<file path="src/rtl/framed_packet_receiver_heartbeat_core_assert.svh">
// Assertion macros for the framed packet receiver with heartbeat watchdog.
// Included by the RTL files that carry concurrent checks; needs clk and rst_n in scope.
`ifndef FRAMED_PACKET_RECEIVER_HEARTBEAT_CORE_ASSERT_SVH
`define FRAMED_PACKET_RECEIVER_HEARTBEAT_CORE_ASSERT_SVH

// Same-cycle implication, disabled during reset
`define FPRHB_ASSERT_IMPLY(label, ante, cons, msg) \
  label: assert property (@(posedge clk) disable iff (!rst_n) (ante) |-> (cons)) \
    else $error(msg);

// Next-cycle implication, disabled during reset
`define FPRHB_ASSERT_NEXT(label, ante, cons, msg) \
  label: assert property (@(posedge clk) disable iff (!rst_n) (ante) |=> (cons)) \
    else $error(msg);

`endif

</file>
<file path="src/rtl/fprhb_pkg.sv">
// Shared types and constants for the framed packet receiver with heartbeat watchdog.
// No dependencies; used by fprhb_engine, framed_packet_receiver_heartbeat_core and the dv files.
package fprhb_pkg;

  // Frame geometry
  localparam int FRAME_BYTES      = 12;
  localparam int FILL_W           = $clog2(FRAME_BYTES + 1);
  localparam int TIMER_BITS_DEF   = 16;

  // Item kinds
  localparam logic KIND_BYTE = 1'b0;
  localparam logic KIND_TICK = 1'b1;

  // Result event codes
  localparam logic [1:0] EV_DATA = 2'd0;
  localparam logic [1:0] EV_UP   = 2'd1;
  localparam logic [1:0] EV_LOST = 2'd2;

  // Configuration register indices
  localparam int CFG_IDX_W = 3;
  localparam logic [CFG_IDX_W-1:0] REG_HEADER_PAIR    = 3'd0;
  localparam logic [CFG_IDX_W-1:0] REG_TAIL_PAIR      = 3'd1;
  localparam logic [CFG_IDX_W-1:0] REG_HEARTBEAT_CMD  = 3'd2;
  localparam logic [CFG_IDX_W-1:0] REG_HEARTBEAT_DATA = 3'd3;
  localparam logic [CFG_IDX_W-1:0] REG_TIMEOUT_TICKS  = 3'd4;

  localparam logic [15:0] TIMEOUT_RESET = 16'd3000;

  typedef struct packed {
    logic       kind;
    logic [7:0] rx_byte;
    logic       echo_window;
  } in_item_t;

  typedef struct packed {
    logic [1:0]  event_res;
    logic [7:0]  frame_byte2;
    logic [7:0]  frame_byte3;
    logic [15:0] cmd_word;
    logic [15:0] data_word;
    logic        link_up;
  } out_item_t;

  typedef struct packed {
    logic [15:0] header_pair;
    logic [15:0] tail_pair;
    logic [15:0] heartbeat_cmd;
    logic [15:0] heartbeat_data;
    logic [15:0] timeout_ticks;
  } cfg_t;

endpackage

</file>
<file path="src/rtl/fprhb_engine.sv">
// Frame window, link state and watchdog timer; decides the result of one item.
// Depends on fprhb_pkg and framed_packet_receiver_heartbeat_core_assert.svh.
`include "framed_packet_receiver_heartbeat_core_assert.svh"

module fprhb_engine #(
  parameter int TIMER_BITS = fprhb_pkg::TIMER_BITS_DEF
) (
  input  logic                 clk,
  input  logic                 rst_n,
  input  fprhb_pkg::cfg_t      cfg,
  input  logic                 fire,
  input  fprhb_pkg::in_item_t  item,
  output logic                 res_valid,
  output fprhb_pkg::out_item_t res
);

  localparam int FB = fprhb_pkg::FRAME_BYTES;
  localparam int FW = fprhb_pkg::FILL_W;
  localparam logic [FW-1:0] FILL_LAST = FW'(FB - 1);
  localparam logic [FW-1:0] FILL_FULL = FW'(FB);
  localparam logic [31:0]   TIMER_MAX = 32'((64'd1 << TIMER_BITS) - 64'd1);

  // Window holds the most recent bytes, newest at the top index
  logic [7:0]            win_r [FB];
  logic [7:0]            win_nxt [FB];
  logic [FW-1:0]         fill_r, fill_nxt, fill_inc;
  logic                  connected_r, connected_nxt;
  logic [TIMER_BITS-1:0] ticks_r, ticks_nxt, reload;
  logic [31:0]           tmo_ext;
  logic                  is_byte, is_tick, full, hdr_ok, sum_ok, is_hb;
  logic [15:0]           cmd, dat, chk;

  // Shifted window with the incoming byte
  always_comb begin
    for (int i = 0; i < FB - 1; i++) begin
      win_nxt[i] = win_r[i + 1];
    end
    win_nxt[FB - 1] = item.rx_byte;
  end

  assign is_tick  = (item.kind == fprhb_pkg::KIND_TICK);
  assign is_byte  = (item.kind == fprhb_pkg::KIND_BYTE) && !item.echo_window;
  assign fill_inc = fill_r + FW'(1);
  assign full     = (fill_inc == FILL_FULL);

  // Frame checks on the updated window
  assign hdr_ok = (win_nxt[0] == cfg.header_pair[7:0]) &&
                  (win_nxt[1] == cfg.header_pair[15:8]) &&
                  (win_nxt[FB - 2] == cfg.tail_pair[7:0]) &&
                  (win_nxt[FB - 1] == cfg.tail_pair[15:8]);
  assign cmd    = {win_nxt[5], win_nxt[4]};
  assign dat    = {win_nxt[7], win_nxt[6]};
  assign chk    = {win_nxt[9], win_nxt[8]};
  assign sum_ok = (chk == 16'(cmd + dat));
  assign is_hb  = (cmd == cfg.heartbeat_cmd) && (dat == cfg.heartbeat_data);

  // Watchdog reload saturates at the timer range
  assign tmo_ext = 32'(cfg.timeout_ticks);
  assign reload  = (tmo_ext > TIMER_MAX) ? TIMER_MAX[TIMER_BITS-1:0]
                                         : tmo_ext[TIMER_BITS-1:0];

  // Next state and result
  always_comb begin
    fill_nxt      = fill_r;
    connected_nxt = connected_r;
    ticks_nxt     = ticks_r;
    res_valid     = 1'b0;
    res.event_res = fprhb_pkg::EV_DATA;
    if (is_tick) begin
      if (connected_r) begin
        if (ticks_r <= TIMER_BITS'(1)) begin
          ticks_nxt     = '0;
          connected_nxt = 1'b0;
          res_valid     = 1'b1;
          res.event_res = fprhb_pkg::EV_LOST;
        end else begin
          ticks_nxt = ticks_r - TIMER_BITS'(1);
        end
      end else if (ticks_r != '0) begin
        ticks_nxt = ticks_r - TIMER_BITS'(1);
      end
    end else if (is_byte) begin
      if (!full) begin
        fill_nxt = fill_inc;
      end else if (!hdr_ok) begin
        // resync: drop the oldest byte
        fill_nxt = FILL_LAST;
      end else begin
        fill_nxt = '0;
        if (sum_ok) begin
          if (is_hb) begin
            ticks_nxt = reload;
            if (!connected_r) begin
              connected_nxt = 1'b1;
              res_valid     = 1'b1;
              res.event_res = fprhb_pkg::EV_UP;
            end
          end else begin
            res_valid     = 1'b1;
            res.event_res = fprhb_pkg::EV_DATA;
          end
        end
      end
    end
    // frame fields are zero on a link-lost event
    res.frame_byte2 = is_tick ? 8'd0 : win_nxt[2];
    res.frame_byte3 = is_tick ? 8'd0 : win_nxt[3];
    res.cmd_word    = is_tick ? 16'd0 : cmd;
    res.data_word   = is_tick ? 16'd0 : dat;
    res.link_up     = connected_nxt;
  end

  // Window shifts on every kept byte
  always_ff @(posedge clk) begin
    if (fire && is_byte) begin
      for (int i = 0; i < FB; i++) begin
        win_r[i] <= win_nxt[i];
      end
    end
  end

  // Control state
  always_ff @(posedge clk) begin
    if (!rst_n) begin
      fill_r      <= '0;
      connected_r <= 1'b0;
      ticks_r     <= '0;
    end else if (fire) begin
      fill_r      <= fill_nxt;
      connected_r <= connected_nxt;
      ticks_r     <= ticks_nxt;
    end
  end

  `FPRHB_ASSERT_IMPLY(a_fill_bound, 1'b1, fill_r <= FILL_LAST, "window fill out of range")
  `FPRHB_ASSERT_NEXT(a_lost_clears, fire && res_valid && (res.event_res == fprhb_pkg::EV_LOST), !connected_r && (ticks_r == '0), "link lost without clearing state")
  `FPRHB_ASSERT_NEXT(a_up_reloads, fire && res_valid && (res.event_res == fprhb_pkg::EV_UP), connected_r && (ticks_r == $past(reload)), "link up without reload")
  `FPRHB_ASSERT_IMPLY(a_rise_has_event, $rose(connected_r), $past(fire && res_valid && (res.event_res == fprhb_pkg::EV_UP)), "link rose without an up event")

endmodule

</file>
<file path="src/rtl/framed_packet_receiver_heartbeat_core.sv">
// Top level of the framed packet receiver with heartbeat watchdog.
// Depends on fprhb_pkg and fprhb_engine.
//
// Usage:
//   in_*  : one item per handshake, either a received byte (kind 0) or a time
//           tick (kind 1). A byte with echo_window set is discarded.
//   out_* : result items: data frame delivered, link came up, or link lost.
//   cfg_* : register writes (header, tail, heartbeat words, timeout); cfg_ready
//           is always high. Write only while the block is idle.
// Path: an accepted item waits in the input register until the result slot is
//   free; its result, if any, is registered and shown on out_* from then on.
// Throughput: one item per cycle unless out_stall holds a result; frame checks
//   and checksum add are one combinational pass from input to result register.
// Stall: with a result held under out_stall, the input register still takes
//   one item; in_stall then rises until the result is taken.
// Reset: synchronous, active low; clears the window fill, link flag, timer and
//   both registers' valid flags, and loads the register reset values.

module framed_packet_receiver_heartbeat_core #(
  parameter int TIMER_BITS = fprhb_pkg::TIMER_BITS_DEF
) (
  input  logic                                 clk,
  input  logic                                 rst_n,
  input  logic                                 in_valid,
  output logic                                 in_stall,
  input  fprhb_pkg::in_item_t                  in_item,
  output logic                                 out_valid,
  input  logic                                 out_stall,
  output fprhb_pkg::out_item_t                 out_item,
  input  logic                                 cfg_valid,
  output logic                                 cfg_ready,
  input  logic [fprhb_pkg::CFG_IDX_W-1:0]      cfg_index,
  input  logic [15:0]                          cfg_data
);

  fprhb_pkg::cfg_t      cfg_r;
  fprhb_pkg::in_item_t  in_item_r;
  fprhb_pkg::out_item_t out_item_r, res;
  logic                 in_valid_r, out_valid_r, advance, res_valid;

  assign cfg_ready = 1'b1;

  // Configuration registers
  always_ff @(posedge clk) begin
    if (!rst_n) begin
      cfg_r.header_pair    <= '0;
      cfg_r.tail_pair      <= '0;
      cfg_r.heartbeat_cmd  <= '0;
      cfg_r.heartbeat_data <= '0;
      cfg_r.timeout_ticks  <= fprhb_pkg::TIMEOUT_RESET;
    end else if (cfg_valid && cfg_ready) begin
      case (cfg_index)
        fprhb_pkg::REG_HEADER_PAIR:    cfg_r.header_pair    <= cfg_data;
        fprhb_pkg::REG_TAIL_PAIR:      cfg_r.tail_pair      <= cfg_data;
        fprhb_pkg::REG_HEARTBEAT_CMD:  cfg_r.heartbeat_cmd  <= cfg_data;
        fprhb_pkg::REG_HEARTBEAT_DATA: cfg_r.heartbeat_data <= cfg_data;
        fprhb_pkg::REG_TIMEOUT_TICKS:  cfg_r.timeout_ticks  <= cfg_data;
        default: ;
      endcase
    end
  end

  // Item in the input register moves on when the result slot is free
  assign advance  = in_valid_r && (!out_valid_r || !out_stall);
  assign in_stall = in_valid_r && !advance;

  // Input register
  always_ff @(posedge clk) begin
    if (!rst_n) begin
      in_valid_r <= 1'b0;
    end else if (in_valid && !in_stall) begin
      in_valid_r <= 1'b1;
    end else if (advance) begin
      in_valid_r <= 1'b0;
    end
  end

  always_ff @(posedge clk) begin
    if (in_valid && !in_stall) begin
      in_item_r <= in_item;
    end
  end

  fprhb_engine #(
    .TIMER_BITS (TIMER_BITS)
  ) u_engine (
    .clk       (clk),
    .rst_n     (rst_n),
    .cfg       (cfg_r),
    .fire      (advance),
    .item      (in_item_r),
    .res_valid (res_valid),
    .res       (res)
  );

  // Result register
  always_ff @(posedge clk) begin
    if (!rst_n) begin
      out_valid_r <= 1'b0;
    end else if (advance) begin
      out_valid_r <= res_valid;
    end else if (!out_stall) begin
      out_valid_r <= 1'b0;
    end
  end

  always_ff @(posedge clk) begin
    if (advance && res_valid) begin
      out_item_r <= res;
    end
  end

  assign out_valid = out_valid_r;
  assign out_item  = out_item_r;

endmodule

</file>
<file path="config.mk">
export PLATFORM = sky130hd
export DESIGN_NAME = framed_packet_receiver_heartbeat_core
export DESIGN_NICKNAME = d
export VERILOG_FILES = /design/src/rtl/fprhb_pkg.sv /design/src/rtl/fprhb_engine.sv /design/src/rtl/framed_packet_receiver_heartbeat_core.sv
export VERILOG_INCLUDE_DIRS = /design/src /design/src/rtl
export SDC_FILE = /design/constraint.sdc
export NUM_CORES = 1
export LEC_CHECK = 0
export BUFFER_PORTS_ARGS = -buffer_cell sky130_fd_sc_hd__buf_2
export CORE_ASPECT_RATIO = 0.75
export CORE_MARGIN = 5
export CORE_UTILIZATION = 60
export DETAILED_ROUTE_END_ITERATION = 10
export HOLD_SLACK_MARGIN = 0.03
export PLACE_DENSITY = 0.8
export REMOVE_ABC_BUFFERS = 1
export SYNTH_ARGS = -nofsm -noshare
export SYNTH_HDL_FRONTEND = slang
export SYNTH_SLANG_ARGS = --single-unit
</file>
<file path="constraint.sdc">
create_clock -name clk -period 10.8 [get_ports clk]
set_clock_uncertainty 0.1 [all_clocks]
set_input_delay 1.08 -clock clk [delete_from_list [all_inputs] [get_ports clk]]
set_output_delay 1.08 -clock clk [all_outputs]
set_load 0.01 [all_outputs]
</file>
==> impl_metrics.csv <==
group,metric,value,unit
place,placedCellCount,1274,
logic_synthesis,synth_area_leaders,"edfxtp_1 (40%), dfxtp_1 (19%), nand2_1 (6.3%), a21boi_0 (5.2%), xnor2_1 (4.1%)",
logic_synthesis,synth_common_cells,"nand2_1 (187), edfxtp_1 (149), dfxtp_1 (103), a21boi_0 (77), nor2b_1 (56)",
clock_network,clk_latency,520,ps
grt,grt_pass1_wl,43.0,mm
sta,period_needed,4230,ps
drt,antenna_left,0,
sta,setup_tns,0,ps
logic_synthesis,yosysUniqueCellTypes,71,
grt,grt_remaining_overflow,0,
sta,worstMarginPinSlew,980,ps
floorplan,die_height,128,µm
critical_path,rr_worst_depth,11,
critical_path,critPathKind,"flop to flop",
drt,vias,7737,
critical_path,crit_path_end_kind,"flop",
clock_network,h-tree-depth,1,
sta,max_clock_freq,236,MHz
sta,relSlewSlack,34.6,%
logic_synthesis,yosysWarningCount,0,
drt,dr.pass1.iters,5,
clock_network,cts_made_buffers,25,
hold_path,worstHoldPathCells,0,
grt,grt_pass1_vias,7538,
finish,area_delta_synth_final,13.2,%
logic_synthesis,synth_most_common_cell,"nand2_1",
floorplan,design.die.area,0.0213,mm²
floorplan,start_util,60.4,%
grt,grtUsageTotal,25.8,%
clock_network,postCtsSetupRepairBufs,0,
logic_synthesis,synth_edf_count,149,
logic_synthesis,synth_top_area_share,40.5,%
logic_synthesis,synth_area,0.0111,mm²
critical_path,worstPathRequired,10860,ps
critical_path,arrival,4290,ps
finish,stdcell_count,1320,
finish,fillCellCount,1385,
hold_path,min_from,"u_engine.win_r[0][26]",
sta,setup_viol,0,
sta,maxSlewViolCount,0,
place,gp_congestion,0.924,
critical_path,reg2reg_from,"u_engine.win_r[1][24]",
finish,final_nets,1107,
finish,drive_gt1_share,13.3,%
pwr,cellLeakagePower,4.65,nW
pwr,powerDensity,162,mW/mm²
grt,antenna_found_initial,0,
clock_network,ctsResizeCount,0,
critical_path,reg2reg_slack,6570,ps
logic_synthesis,synthFlopType,"edfxtp_1",
pwr,ir_drop,0.140,mV
sta,finalHoldViolCount,0,
clock_network,cts_root_buf,"clkbuf_16",
finish,post-route-util,68.4,%
logic_synthesis,synth-async-reset-ratio,0,%
clock_network,clk_pin_slew,60,ps
finish,multiInputGateArea,0.00425,mm²
critical_path,rr_endpoint,"out_item[45]",
clock_network,holdBufCountCts,0,
drt,wire_per_inst,20.4,µm
logic_synthesis,netlist_instances,978,
clock_network,clockBufferDepth,3,
grt,grt_max_degree,111,
run,drv_cap,0,
outcome,status,"finished clean",
place,place_hpwl,18.9,mm
finish,regArea,0.00654,mm²
clock_network,cts_tree,"built",
critical_path,cp_max_fo,51,
place,portBuffers,86,
drt,drt_iter0_markers,852,
hold_path,min_path_type,"flop to flop",
drt,post_drt_via_cell_ratio,5.86,
drt,totalWireLength,27.0,mm
hold_path,hold_path_end,"u_engine.win_r[0][18]",
clock_network,cts_sinks,252,
pwr,power,2.02,mW
drt,drc,0,
sta,period_share,39.2,%
sta,rsz0062_at_grt,"false",
floorplan,core_area,0.0183,mm²
floorplan,ios,88,
floorplan,fp.dieW,167,µm
logic_synthesis,ys_seq_area_share,59.1,%
logic_synthesis,synth_top_cell_by_area,"edfxtp_1",
logic_synthesis,avgSynthCellArea,11.3,µm²
logic_synthesis,ys_ff_latch,252,
finish,antennaDiodeCount,0,
floorplan,row_count,43,
critical_path,crit_path_start_kind,"flop",
how the worst max path moves through the flow:
stage                                from            to  slack, ps  cells past startpoint
floorplan           u_engine.win_r[1][24]   out_item[0]       6270                     10
global placement    u_engine.win_r[1][24]  out_item[18]       6650                     11
detailed placement  u_engine.win_r[1][24]  out_item[44]       6580                     11
CTS                 u_engine.win_r[1][24]  out_item[36]       6570                     11
global route        u_engine.win_r[1][24]  out_item[45]       6290                     11
finish              u_engine.win_r[1][24]  out_item[45]       6570                     11
critical path, cell delays in order, from the launching register on:
cell and delay [ps]:
edfxtp_1 450, ha_1 280, fa_1 490, a21o_1 210, nand4_1 210, a21oi_2 110
o41ai_2 320, xnor2_1 130, or4_4 560, a211oi_1 300, o21a_2 160, buf_4 490
final cells by class:
cell class                      instances  area share (%)
Timing Repair Buffer                   94            3.92
Tap cell                              247            2.47
Inverter                               24           0.729
Multi-Input combinational cell        657            33.9
Clock buffer                           30            5.31
Sequential cell                       252            52.2
Clock inverter                         16            1.46
state kept, by name, indices dropped and copies added, names as in the netlist:
name and count:
u_engine.win_r 88, out_valid 1, in_valid_r 1, in_item_r 10
u_engine.connected_r 1, u_engine.ticks_r 16, u_engine.fill_r 4, out_item 51
cfg_r 80
logic make-up after synthesis:
family | count (synthesis) | share of synthesized area (%)
adder cells (fa/ha/maj) | 19 | 2.22
buffers and inverters | 69 | 2.49
XOR/XNOR | 97 | 7.81
other | 1 | 0.0339
flip-flops | 252 | 59.1
AO/OA/AOI/OAI | 184 | 12.8
AND/OR/NAND/NOR | 355 | 15.4
multiplexers | 1 | 0.0905
power by group:
| part | leakage, nW | internal, mW | switching (mW) | total (mW) |
|---|---|---|---|---|
| combinational | 2.04 | 0.0323 | 0.0584 | 0.0907 |
| clock | 0.413 | 0.534 | 0.359 | 0.893 |
| sequential | 2.20 | 1.03 | 0.0117 | 1.04 |
| total | 4.65 | 1.59 | 0.429 | 2.02 |
per-layer routing:
layer | GRT usage (%) | wire (µm) | up-vias
li1 | - | - | 3643
met1 | 39.0 | 12300 | 3671
met2 | 37.8 | 11400 | 360
met3 | 5.57 | 2510 | 63
met4 | 7.60 | 833 | 0
met5 | 0 | 0 | -
layout by cell type (no fill, tap or decap), types with 23 or more instances in the layout:
master	n
a21boi_0	77
buf_2	86
clkbuf_16	25
dfxtp_1	103
edfxtp_1	149
inv_1	23
nand2_1	187
nor2_1	26
nor2b_1	56
xnor2_1	52
xor2_1	44
per-stage QoR:
step / hold slack (ps) / instance area, µm² / worst slack [ps]
2_1_floorplan: 318 / 10900 / 6270
3_3_place_gp: 325 / 11700 / 6650
3_5_place_dp: 323 / 11700 / 6580
4_1_cts: 344 / 12500 / 6570
5_1_grt: 365 / 12500 / 6290
6_report: 343 / 12500 / 6570
Note: power is estimated with default switching activity, not from simulation.
